<file path="config.mk">
export PLATFORM = sky130hd
export DESIGN_NAME = modbus_rtu_frame_delimiter_core
export DESIGN_NICKNAME = d
export VERILOG_FILES = /design/src/rtl/mrfd_pkg.sv /design/src/rtl/modbus_rtu_frame_delimiter_core.sv /design/src/rtl/mrfd_parse.sv
export VERILOG_INCLUDE_DIRS = /design/src /design/src/rtl
export SDC_FILE = /design/constraint.sdc
export NUM_CORES = 1
export LEC_CHECK = 0
export BUFFER_PORTS_ARGS = -buffer_cell sky130_fd_sc_hd__buf_2
export CORE_MARGIN = 3
export CORE_UTILIZATION = 55
export DETAILED_ROUTE_END_ITERATION = 16
export PLACE_DENSITY = 0.76
export SYNTH_ARGS = -nofsm -noshare
export SYNTH_HDL_FRONTEND = slang
export SYNTH_SLANG_ARGS = --single-unit
</file>
<file path="constraint.sdc">
create_clock -name i_clk -period 5.63 [get_ports i_clk]
set_input_delay 1.126 -clock i_clk [delete_from_list [all_inputs] [get_ports i_clk]]
set_output_delay 1.126 -clock i_clk [all_outputs]
set_load 0.01 [all_outputs]
</file>
<file path="src/rtl/modbus_rtu_frame_delimiter_core_assert.svh">
// Assertion macros for the frame delimiter RTL.
`ifndef MODBUS_RTU_FRAME_DELIMITER_CORE_ASSERT_SVH
`define MODBUS_RTU_FRAME_DELIMITER_CORE_ASSERT_SVH
`ifndef SYNTHESIS
// Clocked check, disabled while reset is asserted.
`define MRFD_ASSERT(lbl, clk, rst_n, prop, msg) \
    lbl: assert property (@(posedge clk) disable iff (!rst_n) prop) else $error(msg);
// Clocked check that also holds during reset.
`define MRFD_ASSERT_ALWAYS(lbl, clk, prop, msg) \
    lbl: assert property (@(posedge clk) prop) else $error(msg);
`else
`define MRFD_ASSERT(lbl, clk, rst_n, prop, msg)
`define MRFD_ASSERT_ALWAYS(lbl, clk, prop, msg)
`endif
`endif

</file>
<file path="src/rtl/mrfd_pkg.sv">
package mrfd_pkg;

    localparam int unsigned BYTE_W = 8;
    localparam int unsigned POS_W  = 9;

    // Function codes
    localparam logic [BYTE_W-1:0] FC_READ_COILS      = 8'h01;
    localparam logic [BYTE_W-1:0] FC_READ_DISCRETE   = 8'h02;
    localparam logic [BYTE_W-1:0] FC_READ_HOLDING    = 8'h03;
    localparam logic [BYTE_W-1:0] FC_READ_INPUT      = 8'h04;
    localparam logic [BYTE_W-1:0] FC_WRITE_COIL      = 8'h05;
    localparam logic [BYTE_W-1:0] FC_WRITE_REG       = 8'h06;
    localparam logic [BYTE_W-1:0] FC_READ_EXC_STATUS = 8'h07;
    localparam logic [BYTE_W-1:0] FC_DIAGNOSTICS     = 8'h08;
    localparam logic [BYTE_W-1:0] FC_COMM_EVENT_CTR  = 8'h0B;
    localparam logic [BYTE_W-1:0] FC_COMM_EVENT_LOG  = 8'h0C;
    localparam logic [BYTE_W-1:0] FC_WRITE_COILS     = 8'h0F;
    localparam logic [BYTE_W-1:0] FC_WRITE_REGS      = 8'h10;
    localparam logic [BYTE_W-1:0] FC_REPORT_ID       = 8'h11;
    localparam logic [BYTE_W-1:0] FC_MASK_WRITE      = 8'h16;

    // Bit 7 of a response code marks an exception
    localparam int unsigned EXC_BIT = 7;

    // Byte positions
    localparam logic [POS_W-1:0] POS_CODE      = 9'd1;
    localparam logic [POS_W-1:0] POS_CNT_QUERY = 9'd6;
    localparam logic [POS_W-1:0] POS_CNT_RESP  = 9'd2;

    // Frame lengths including CRC
    localparam logic [3:0] LEN_SHORT     = 4'd4;
    localparam logic [3:0] LEN_EXC       = 4'd5;
    localparam logic [3:0] LEN_FIXED     = 4'd8;
    localparam logic [3:0] LEN_MASK      = 4'd10;
    localparam logic [POS_W-1:0] LEN_HDR_QUERY_CNT = 9'd9;
    localparam logic [POS_W-1:0] LEN_HDR_RESP_CNT  = 9'd5;

    typedef struct packed {
        logic [BYTE_W-1:0] rx_byte;
        logic              from_slave;
    } t_in;

    typedef struct packed {
        logic [BYTE_W-1:0] fwd_byte;
        logic              to_slave;
        logic [POS_W-1:0]  byte_index;
        logic              last_of_frame;
        logic [POS_W-1:0]  total_length;
        logic              is_exception;
        logic              status;
    } t_out;

    typedef struct packed {
        logic       supported;
        logic       counted;
        logic [3:0] len;
    } t_len_info;

    function automatic t_len_info length_for_code(input logic side,
                                                  input logic [BYTE_W-1:0] code);
        t_len_info info;
        info = '{supported: 1'b1, counted: 1'b0, len: 4'd0};
        if (!side) begin
            unique case (code)
                FC_READ_COILS, FC_READ_DISCRETE, FC_READ_HOLDING, FC_READ_INPUT,
                FC_WRITE_COIL, FC_WRITE_REG, FC_DIAGNOSTICS: info.len = LEN_FIXED;
                FC_READ_EXC_STATUS, FC_COMM_EVENT_CTR, FC_COMM_EVENT_LOG,
                FC_REPORT_ID:                                info.len = LEN_SHORT;
                FC_WRITE_COILS, FC_WRITE_REGS:               info.counted = 1'b1;
                FC_MASK_WRITE:                               info.len = LEN_MASK;
                default:                                     info.supported = 1'b0;
            endcase
        end else if (code[EXC_BIT]) begin
            info.len = LEN_EXC;
        end else begin
            unique case (code)
                FC_READ_COILS, FC_READ_DISCRETE, FC_READ_HOLDING, FC_READ_INPUT,
                FC_COMM_EVENT_LOG, FC_REPORT_ID:             info.counted = 1'b1;
                FC_WRITE_COIL, FC_WRITE_REG, FC_DIAGNOSTICS, FC_COMM_EVENT_CTR,
                FC_WRITE_COILS, FC_WRITE_REGS:               info.len = LEN_FIXED;
                FC_READ_EXC_STATUS:                          info.len = LEN_EXC;
                FC_MASK_WRITE:                               info.len = LEN_MASK;
                default:                                     info.supported = 1'b0;
            endcase
        end
        return info;
    endfunction

endpackage

</file>
<file path="src/rtl/modbus_rtu_frame_delimiter_core.sv">
// Modbus RTU frame delimiter.
// Input channel (i_in_valid / o_in_ready / i_in_data): one received byte per
// transfer, tagged with the side it came from. Output channel (o_out_valid /
// i_out_ready / o_out_data): one result per byte, carrying the byte, the side
// to forward it to, its index in the frame, a last-of-frame flag, the frame
// length once known, an exception flag and an unsupported-code status.
// A transferred byte lands in the input register and moves on into the result
// register, which drives the output, once that register is free. Throughput: one
// byte per cycle while the receiver takes results; each byte needs only a code
// lookup and a short compare/add.
// Reset (synchronous, active low) empties both register stages and closes any
// open frame, so the next byte is taken as an address byte.
// Receiver stall: the result register holds its item; the input register can
// still take one more byte, after which o_in_ready drops until the output
// drains. Frame state advances only when a byte moves into the result register.
module modbus_rtu_frame_delimiter_core (
    input  logic           i_clk,
    input  logic           i_rst_n,
    input  logic           i_in_valid,
    output logic           o_in_ready,
    input  mrfd_pkg::t_in  i_in_data,
    output logic           o_out_valid,
    input  logic           i_out_ready,
    output mrfd_pkg::t_out o_out_data
);

    logic           r_s1_valid;
    mrfd_pkg::t_in  r_s1_data;
    logic           r_out_valid;
    mrfd_pkg::t_out r_out_data;

    logic           out_free;
    logic           s1_move;
    mrfd_pkg::t_out result;

    // Result register can load when empty or being drained this cycle.
    assign out_free   = !r_out_valid || i_out_ready;
    assign s1_move    = r_s1_valid && out_free;
    assign o_in_ready = !r_s1_valid || s1_move;

    mrfd_parse u_parse (
        .i_clk     (i_clk),
        .i_rst_n   (i_rst_n),
        .i_advance (s1_move),
        .i_item    (r_s1_data),
        .o_result  (result)
    );

    // Control: valid flags of both stages.
    always_ff @(posedge i_clk) begin
        if (!i_rst_n) begin
            r_s1_valid  <= 1'b0;
            r_out_valid <= 1'b0;
        end else begin
            if (o_in_ready) begin
                r_s1_valid <= i_in_valid;
            end
            if (out_free) begin
                r_out_valid <= s1_move;
            end
        end
    end

    // Payload: load on transfer, hold otherwise.
    always_ff @(posedge i_clk) begin
        if (o_in_ready && i_in_valid) begin
            r_s1_data <= i_in_data;
        end
        if (s1_move) begin
            r_out_data <= result;
        end
    end

    assign o_out_valid = r_out_valid;
    assign o_out_data  = r_out_data;

endmodule

</file>
<file path="src/rtl/mrfd_parse.sv">
`include "modbus_rtu_frame_delimiter_core_assert.svh"

module mrfd_parse (
    input  logic          i_clk,
    input  logic          i_rst_n,
    input  logic          i_advance,
    input  mrfd_pkg::t_in i_item,
    output mrfd_pkg::t_out o_result
);

    logic                         r_in_frame;
    logic                         r_side;
    logic [mrfd_pkg::POS_W-1:0]   r_pos;
    logic [mrfd_pkg::BYTE_W-1:0]  r_code;
    logic [mrfd_pkg::POS_W-1:0]   r_exp;

    logic                         n_in_frame;
    logic                         n_side;
    logic [mrfd_pkg::POS_W-1:0]   n_pos;
    logic [mrfd_pkg::BYTE_W-1:0]  n_code;
    logic [mrfd_pkg::POS_W-1:0]   n_exp;

    logic [mrfd_pkg::POS_W-1:0]   idx;
    logic [mrfd_pkg::POS_W-1:0]   exp_cur;
    logic [mrfd_pkg::POS_W:0]     idx_plus;
    logic                         last;
    logic                         status;
    mrfd_pkg::t_len_info          info;

    always_comb begin
        // A byte with no frame open starts a new one and latches its side.
        n_side  = r_in_frame ? r_side : i_item.from_slave;
        idx     = r_in_frame ? r_pos : '0;
        n_code  = r_in_frame ? r_code : '0;
        exp_cur = r_in_frame ? r_exp : '0;
        n_exp   = exp_cur;
        status  = 1'b0;
        last    = 1'b0;
        info    = mrfd_pkg::length_for_code(n_side, i_item.rx_byte);

        if (idx == mrfd_pkg::POS_CODE) begin
            n_code = i_item.rx_byte;
            if (!info.supported) begin
                status = 1'b1;
                last   = 1'b1;
                n_exp  = '0;
            end else begin
                n_exp = info.counted ? '0 : {5'd0, info.len};
            end
        end else if (idx >= mrfd_pkg::POS_CNT_RESP && exp_cur == '0) begin
            if (!n_side && idx == mrfd_pkg::POS_CNT_QUERY) begin
                n_exp = mrfd_pkg::LEN_HDR_QUERY_CNT + {1'b0, i_item.rx_byte};
            end else if (n_side && idx == mrfd_pkg::POS_CNT_RESP) begin
                n_exp = mrfd_pkg::LEN_HDR_RESP_CNT + {1'b0, i_item.rx_byte};
            end
        end

        idx_plus = {1'b0, idx} + 10'd1;
        if (n_exp != '0 && idx_plus >= {1'b0, n_exp}) begin
            last = 1'b1;
        end

        n_in_frame = !last;
        n_pos      = last ? '0 : idx_plus[mrfd_pkg::POS_W-1:0];

        o_result.fwd_byte      = i_item.rx_byte;
        o_result.to_slave      = !n_side;
        o_result.byte_index    = idx;
        o_result.last_of_frame = last;
        o_result.total_length  = n_exp;
        o_result.is_exception  = (idx != '0) && n_side && n_code[mrfd_pkg::EXC_BIT];
        o_result.status        = status;
    end

    always_ff @(posedge i_clk) begin
        if (!i_rst_n) begin
            r_in_frame <= 1'b0;
            r_side     <= 1'b0;
            r_pos      <= '0;
            r_code     <= '0;
            r_exp      <= '0;
        end else if (i_advance) begin
            r_in_frame <= n_in_frame;
            r_side     <= n_side;
            r_pos      <= n_pos;
            r_code     <= n_code;
            r_exp      <= n_exp;
        end
    end

    `MRFD_ASSERT(a_last_closes, i_clk, i_rst_n, i_advance && o_result.last_of_frame |=> !r_in_frame, "frame still open after last byte")
    `MRFD_ASSERT(a_pos_steps, i_clk, i_rst_n, i_advance && !o_result.last_of_frame |=> r_in_frame && r_pos == $past(o_result.byte_index) + 9'd1, "position did not advance by one")
    `MRFD_ASSERT(a_pos_in_len, i_clk, i_rst_n, r_in_frame && r_exp != '0 |-> r_pos < r_exp, "position ran past frame length")
    `MRFD_ASSERT_ALWAYS(a_status_ends, i_clk, o_result.status |-> o_result.last_of_frame && o_result.total_length == '0, "unsupported code did not end frame")

endmodule

</file>
# --- After elaboration in Yosys (flattened, before gate mapping) ---
# Cells that the tools add are included.
word_totals:
  ff_bits: 62
  output_inout_bits: 32
  word_cells: 84
classes:
  n_reduce_logical: 23
  n_eq_ne: 17
  muxes: 23
  addsub: 3
  order_cmp: 2
op_table:
  columns: ["op", "count"]
  rows:
  - ["$mux W9", 8]
  - ["$eq A8 B3 Y1 const B", 4]
  - ["$eq A8 B4 Y1 const B", 4]
  - ["$eq A8 B5 Y1 const B", 3]
  - ["$pmux W4 S3", 2]
  - ["$reduce_bool A9 Y1", 2]
  - ["$eq A8 B2 Y1 const B", 2]
  - ["$mux W8", 2]
  - ["$reduce_or A14 Y1", 1]
  - ["$reduce_or A6 Y1", 2]
  - ["$add A9 B1 Y10 const B", 1]
  - ["$ge A10 B9 Y1", 1]
  - ["$add A3 B8 Y9 const A", 1]
  - ["$add A4 B8 Y9 const A", 1]
  - ["$eq A9 B1 Y1 const B", 1]
  - ["$eq A9 B2 Y1 const B", 1]
  - ["$eq A9 B3 Y1 const B", 1]
  - ["$ge A9 B2 Y1 const B", 1]
  - ["$logic_not A9 Y1", 1]
  - ["$eq A8 B1 Y1 const B", 1]
  - ["$logic_and A1 B1 Y1", 8]
  - ["$mux W4", 2]
  - ["$mux W1", 7]
  - ["$reduce_or A7 Y1", 1]
  - ["6 further kinds", 10]

# --- Depth between registers and ports, before layout ---
# Gate-level depths: netlist of the first run.
logic_depth:
  depth_word: 12
  depth_mapped: 21
  ltp_nobuf: 15

# --- Hierarchy ---
# Synthesis of the first run repeated with hierarchy kept, for this count alone.
hier_totals:
  hier_cells: 343
  hier_area_um2: 3580.9
by_module_without_submodules:
  columns: ["mod", "cells_each", "area_per_inst_um2", "n_inst"]
  rows:
  - ["mrfd_parse", 295, 2306.0, 1]
  - ["modbus_rtu_frame_delimiter_core", 48, 1275.0, 1]

# --- Worst setup path after synthesis of the first run ---
# Ideal clock, no wire load.
synth_path:
  path_kind: "register to register"
  startpoint: "reg u_parse.r_in_frame"
  endpoint: "reg r_out_data, in the netlist o_out_data[11], data pin"
  path_stages_with_launch: 20
  path_buffers: 6
  setup_slack_ns: 1.093
  period_less_slack_ns: 4.537
  t_arrival_ns: 4.270
  cell_sequence: "dfxtp_1 -> buf_2 -> clkbuf_1 -> buf_1 -> clkbuf_1 -> and2_1 -> ha_1 -> nand4b_1 -> nor3_1 -> o211ai_1 -> a32oi_1 -> a32oi_1 -> clkbuf_1 -> ha_1 -> or4_1 -> a21oi_1 -> o31ai_1 -> o211ai_1 -> clkbuf_1 -> a2bb2oi_2"
synth_lines:
  columns: ["element", "line_no", "rtl"]
  rows:
  - ["start, declared", "mrfd_parse.sv:11", "logic r_in_frame;"]
  - ["start signal, assigned", "mrfd_parse.sv:83", "r_in_frame <= n_in_frame;"]
  - ["end signal, assigned", "modbus_rtu_frame_delimiter_core.sv:70", "r_out_data <= result;"]
  - ["end, declared", "modbus_rtu_frame_delimiter_core.sv:30", "mrfd_pkg::t_out r_out_data;"]

==> impl_metrics.csv, run 1 <==
group,metric,value,unit
outcome,status,"complete, no violations",
synth,yosys-top-cells-count,"53 x nand2_1, 39 x edfxtp_1, 23 x dfxtp_1",
synth,postSynthAreaPerCell,9.62,um^2
sta,max_slew_margin,0.362,
die,die_y,88.6,um
route,dr.pass1.iters,5,
clock_tree,clock_path_buffers,2,
worst_hold_path,min_path_type,"register to register",
die,start_util,0.578,
route,vias_per_cell,6.27,
worst_setup_path,crit_path_max_fanout,12,
clock_tree,htree_levels,3,
worst_setup_path,worstSetupPathType,"register to register",
die,die_area,7850,um^2
clock_tree,clock_latency,340,ps
cells_and_area,instances_no_fill,507,
worst_setup_path,cp_data_arrival_time,4490,ps
clock_tree,clock-root-buffer,"clkbuf_8",
sta,fin_skew,12.0,ps
synth,synth_cell_types,62,
grt,grt_pass1_vias,2913,
clock_tree,cts.sinks,62,
grt,grt_pass1_wl,14600,um
cells_and_area,post-route-util,0.647,
synth,yosysWarnings,0,
synth,synth_edf_count,39,
synth,synthesis.instances,390,
synth,ys.flop_type,"edfxtp_1",
sta,setup-tns-final,0,ps
run,drv_cap,0,
route,drc,0,
synth,synth_top_cell_area_share,0.312,
synth,synth_fp_nets,421,
route,drt-total-wl,8820,um
grt,track_usage,0.243,
clock_tree,cts_buffers,9,
sta,max_freq,237,MHz
clock_tree,clkTransAtPathRegs,80,ps
grt,grt_overflow,0,
grt,grt_start_max_net_pins,36,
sta,fin_crit_sh,0.750,
synth,synth_top_cells_by_area,"edfxtp_1 31%, dfxtp_1 12%, ha_1 6.0%",
power,power.density,257,nW/um^2
synth,synth.ff_latch_count,62,
clock_tree,postCtsResizedCells,0,
synth,netlist_area,3750,um^2
clock_tree,cts_setup_buffers,0,
route,via_count,3179,
route,drt_iter0_markers,332,
place,gp_congestion,0.988,
sta,hold_slack,481,ps
clock_tree,cts_hold_buf,0,
cells_and_area,drive_gt1_frac,0.202,
power,p_leak,1.71,nW
cells_and_area,finalInstanceArea,4200,um^2
power,finalPower,1.08,mW
power,ir_drop,173,uV
synth,yosysSeqAreaShare,0.435,
place,preCtsSetupSlack,1530,ps
route,antenna_left,0,
sta,final_hold_viol_count,0,
worst_setup_path,cp.required,5900,ps
cells_and_area,synthToLayoutAreaGrowth,11.9,%
sta,layout_setup_ws,1410,ps
sta,setup_violations,0,
sta,finalMaxSlewViolations,0,
synth,synth_largest_area_cell,"edfxtp_1",
place,dpl.hpwl,6220,um
synth,yosysMostFrequentCell,"nand2_1",
worst_setup_path,worst_setup_path_end_kind,"register",
grt,antenna_found_initial,0,
clock_tree,cts_tree,"built",
sta,rsz0062_at_grt,"no",
place,portBuffers,44,
sta,post-route-min-period,4220,ps
place,dp_cells,491,
worst_setup_path,start_kind,"register",
die,core_area,6490,um^2
synth,async_flop_share,0,
place,placedInstanceArea,4000,um^2
cells_and_area,diodes,0,
die,rows,29,
sta,tightest_slew,952,ps
route,post_drt_wl_per_cell,17.4,um
die,pin_count,45,
die,die_w,88.6,um
cells_and_area,nets,456,
## flip-flops by register name, summed over array words and instances (netlist names)
| register | flops |
|---|---|
| o_out_data | 30 |
| r_s1_data | 9 |
| u_parse.r_exp | 9 |
| u_parse.r_pos | 9 |
| o_out_valid | 1 |
| r_s1_valid | 1 |
| u_parse.r_code | 1 |
| u_parse.r_in_frame | 1 |
| u_parse.r_side | 1 |
## critical path, cell delays in order (launching register included)
cell and delay (ps):
dfxtp_1 410, and2_1 210, ha_1 290, nand4b_1 170
nor3_1 500, o211ai_1 230, a32oi_1 240, a32oi_1 80
buf_4 230, ha_1 220, or4_1 530, a21oi_1 130
o31ai_1 90, o211ai_1 440, a32oi_1 250, o21ai_2 110
## layer usage
metal | track usage | vias to the layer above | share of wire
met5 | 0 | - | 0
met4 | 0.0879 | 0 | 0.017
met3 | 0.0438 | 15 | 0.079
met2 | 0.348 | 158 | 0.42
met1 | 0.367 | 1488 | 0.48
li1 | - | 1518 | -
## cells by family after synthesis
family,synth area share
buffers and inverters,0.0507
and+or+nand+nor,0.192
xor gates and xnor gates,0.0234
AOI/OAI and AO/OA,0.236
adders and majority gates,0.0600
DFF,0.435
muxes,0.00267
## where the power goes
part | switching [mW] | internal [mW]
clock network | 0.186 | 0.205
registers | 0.0189 | 0.505
logic | 0.109 | 0.0561
## cells in the final DEF, fill, tap and decap left out, drive strengths merged, types with 13 or more instances in the layout
cell type and count:
buf 49, o21ai 21, and2 17, a32oi 14
dfxtp 23, inv 23, nand2 53, nor2 13
a21oi 21, ha 18, edfxtp 39
## final timing paths
check / slack (ps) / depth (start not counted) / endpoint / from
setup / recovery: 1410 / 15 / u_parse.r_pos[0] / u_parse.r_pos[1]
hold / removal: 480 / 2 / u_parse.r_exp[7] / u_parse.r_exp[7]
setup reg to reg: 1410 / 15 / u_parse.r_pos[0] / u_parse.r_pos[1]
hold reg to reg: 480 / 2 / u_parse.r_exp[7] / u_parse.r_exp[7]
## final cells by class
cell class | count | area, um^2
clock buffer | 9 | 124
clock inverter | 7 | 73.8
sequential | 62 | 1630
tap | 77 | 96.3
multi-input combinational | 280 | 1930
fill | 525 | 2300
inverter | 23 | 86.3
timing repair buffer | 49 | 258
Power figures use the tool's default switching activity.
==> run 2: changes to the inputs <==
--- a/config.mk
+++ b/config.mk
@@ -6,6 +6,7 @@
 export SDC_FILE = /design/constraint.sdc
 export NUM_CORES = 1
 export LEC_CHECK = 0
+export ABC_AREA = 1
 export BUFFER_PORTS_ARGS = -buffer_cell sky130_fd_sc_hd__buf_2
 export CORE_MARGIN = 3
 export CORE_UTILIZATION = 55
==> constraint.sdc (replaced) <==
create_clock -name i_clk -period 3.95 [get_ports i_clk]
set_input_delay 0.79 -clock i_clk [delete_from_list [all_inputs] [get_ports i_clk]]
set_output_delay 0.79 -clock i_clk [all_outputs]
set_load 0.01 [all_outputs]
==> run 2 against run 1 <==
Compared with the run above: sequential share of layout area increased by 1.0 points; non-clock buffer count decreased by 1; cell area decreased by 2.5%; combinational power decreased by 2%; hold slack got worse by 12 ps.
==> impl_metrics.csv, run 2 <==
group,metric,value,unit
die,rows,29,
worst_setup_path,cp.required,4230,ps
clock_tree,clkTransAtPathRegs,70,ps
sta,setup-tns-final,0,ps
power,finalPower,1.41,mW
die,die_y,87.4,um
synth,synth_cell_types,32,
run,drv_cap,0,
grt,grt_pass1_vias,3021,
power,swShare,0.279,
clock_tree,clock_path_buffers,2,
cells_and_area,synthToLayoutAreaGrowth,12.3,%
worst_setup_path,crit_path_start,"u_parse.r_in_frame",
clock_tree,cts.sinks,62,
outcome,status,"complete, no violations",
route,antenna_left,0,
cells_and_area,largest_reg_flops,30,
synth,synth_top_cells_by_area,"edfxtp_1 32%, nand2_1 13%, dfxtp_1 13%",
power,p_leak,2.04,nW
power,p_clk_frac,0.357,
sta,finalMaxSlewViolations,0,
power,p_int,1.01,mW
worst_setup_path,worstSetupPathType,"register to register",
power,p_comb_frac,0.115,
grt,grt_overflow,0,
worst_setup_path,worst_setup_path_end_kind,"register",
power,seq_power_share,0.529,
cells_and_area,final_common_cell,"nand2_1",
synth,yosysWarnings,0,
sta,post-route-min-period,3520,ps
synth,postSynthAreaPerCell,7.86,um^2
cells_and_area,diodes,0,
sta,tightest_slew,735,ps
sta,max_slew_margin,0.497,
place,portBuffers,44,
place,gp_congestion,0.963,
die,die_w,87.4,um
route,drc,0,
synth,synth_largest_area_cell,"edfxtp_1",
power,power.density,343,nW/um^2
cells_and_area,post-route-util,0.641,
clock_tree,cts_buffers,9,
sta,rsz0062_at_grt,"no",
synth,synth_top_cell_area_share,0.321,
sta,max_freq,284,MHz
worst_setup_path,reg2reg_to,"u_parse.r_pos[4]",
route,via_count,3325,
route,post_drt_wl_per_cell,14.7,um
route,dr.pass1.iters,5,
die,start_util,0.571,
cells_and_area,fillers,591,
worst_setup_path,rr_startpoint,"u_parse.r_in_frame",
sta,fin_skew,9.02,ps
worst_setup_path,crit_end,"u_parse.r_pos[4]",
die,die_area,7640,um^2
worst_setup_path,start_kind,"register",
grt,grt_pass1_wl,14100,um
power,p_sw,0.392,mW
worst_setup_path,crit_path_max_fanout,11,
synth,yosysSeqAreaShare,0.447,
synth,yosys-top-cells-count,"124 x nand2_1, 56 x inv_1, 40 x nor2_1",
route,drt-total-wl,8680,um
synth,netlist_area,3650,um^2
worst_hold_path,min_path_type,"register to register",
synth,ys.flop_type,"edfxtp_1",
clock_tree,clock-root-buffer,"clkbuf_8",
cells_and_area,nets,541,
synth,yosysMostFrequentCell,"nand2_1",
route,vias_per_cell,5.62,
synth,synth_fp_nets,495,
synth,synth.ff_latch_count,62,
cells_and_area,final_cell_mix,"124 x nand2_1, 55 x inv_1, 44 x buf_2",
grt,track_usage,0.241,
die,core_area,6390,um^2
grt,grt_start_max_net_pins,25,
synth,synthesis.instances,464,
clock_tree,clock_latency,350,ps
cells_and_area,drive_gt1_frac,0.186,
worst_setup_path,reg2regPathDepth,22,
worst_setup_path,reg2reg_slack,430,ps
sta,final_hold_viol_count,0,
clock_tree,htree_levels,3,
clock_tree,cts_setup_buffers,0,
die,pin_count,45,
power,ir_drop,233,uV
worst_setup_path,cp_data_arrival_time,3800,ps
synth,async_flop_share,0,
grt,antenna_found_initial,0,
clock_tree,cts_hold_buf,0,
synth,synth_edf_count,39,
clock_tree,cts_tree,"built",
place,dpl.hpwl,6530,um
sta,setup_violations,0,
sta,fin_crit_sh,0.892,
route,drt_iter0_markers,282,
==> run 2: area by class of cell <==
type / count / area, um^2 / share of cell area
timing repair buffer: 48 / 250 / 0.0611
inverter: 62 / 233 / 0.0568
sequential: 62 / 1630 / 0.399
clock buffer: 10 / 138 / 0.0336
clock inverter: 6 / 37.5 / 0.00917
multi-input combinational: 327 / 1710 / 0.417
tap: 77 / 96.3 / 0.0235
==> run 2: logic make-up after synthesis <==
| family | synth area share |
|---|---|
| fa+ha+maj | 0.0618 |
| compound gates | 0.0899 |
| xor+xnor | 0.0144 |
| simple gates | 0.301 |
| flops | 0.447 |
| buf+inv | 0.0854 |
==> run 2: through the flow <==
stage,instances,area (um^2),hold WS (ps),setup slack [ps]
final,592,4100,469,426
after global routing,592,4100,488,0.186
after CTS,592,4090,472,372
after detailed placement,576,3910,461,405
after global placement,576,3910,461,516
after floorplan,464,3650,421,744
==> run 2: timing repair <==
item / 4_1_cts / 5_1_grt
endpoints found under the setup margin: 0 / 11
hold endpoints to repair: 0 / 0
resized for setup: 0 / 2
==> run 2: worst max-delay path: stages (launching register included) <==
cell and delay, ps:
dfxtp_2 400, nand2_1 140, inv_1 150, ha_1 170
nand2_1 100, nor2_1 210, nand3_2 160, nand2_1 130
nand3_1 140, a21oi_1 160, nand2_1 60, nand2_1 110
inv_2 60, ha_1 300, a21oi_1 120, nor2_1 50
a211oi_1 190, nor2_1 80, o21ai_0 180, nand2_1 110
nand2_4 140, nand4_1 110, a21oi_1 150
==> run 2: power by group through the flow <==
stage | Sequential (mW) | Combinational [mW] | Clock, mW
after floorplan | 0.756 | 0.114 | 0
after global placement | 0.756 | 0.155 | 0
after detailed placement | 0.757 | 0.158 | 0
after CTS | 0.743 | 0.158 | 0.508
after global routing | 0.746 | 0.181 | 0.534
final | 0.743 | 0.161 | 0.501
==> run 2: routing by layer <==
metal / share of wire / up-vias / global-route usage
met4: 0.019 / 0 / 0.107
met3: 0.084 / 16 / 0.0747
met1: 0.44 / 1531 / 0.317
li1: - / 1621 / -
met2: 0.46 / 157 / 0.364
met5: 0 / - / 0
==> run 2: how the worst min path moves through the flow <==
stage / start / slack, ps / depth (start not counted) / endpoint
6_report: u_parse.r_pos[0] / 470 / 2 / u_parse.r_pos[0]
5_1_grt: u_parse.r_pos[0] / 490 / 2 / u_parse.r_pos[0]
4_1_cts: u_parse.r_pos[0] / 470 / 2 / u_parse.r_pos[0]
3_5_place_dp: u_parse.r_pos[0] / 460 / 2 / u_parse.r_pos[0]
3_3_place_gp: u_parse.r_pos[1] / 460 / 2 / u_parse.r_pos[1]
2_1_floorplan: r_s1_data[5] / 420 / 0 / o_out_data[26]
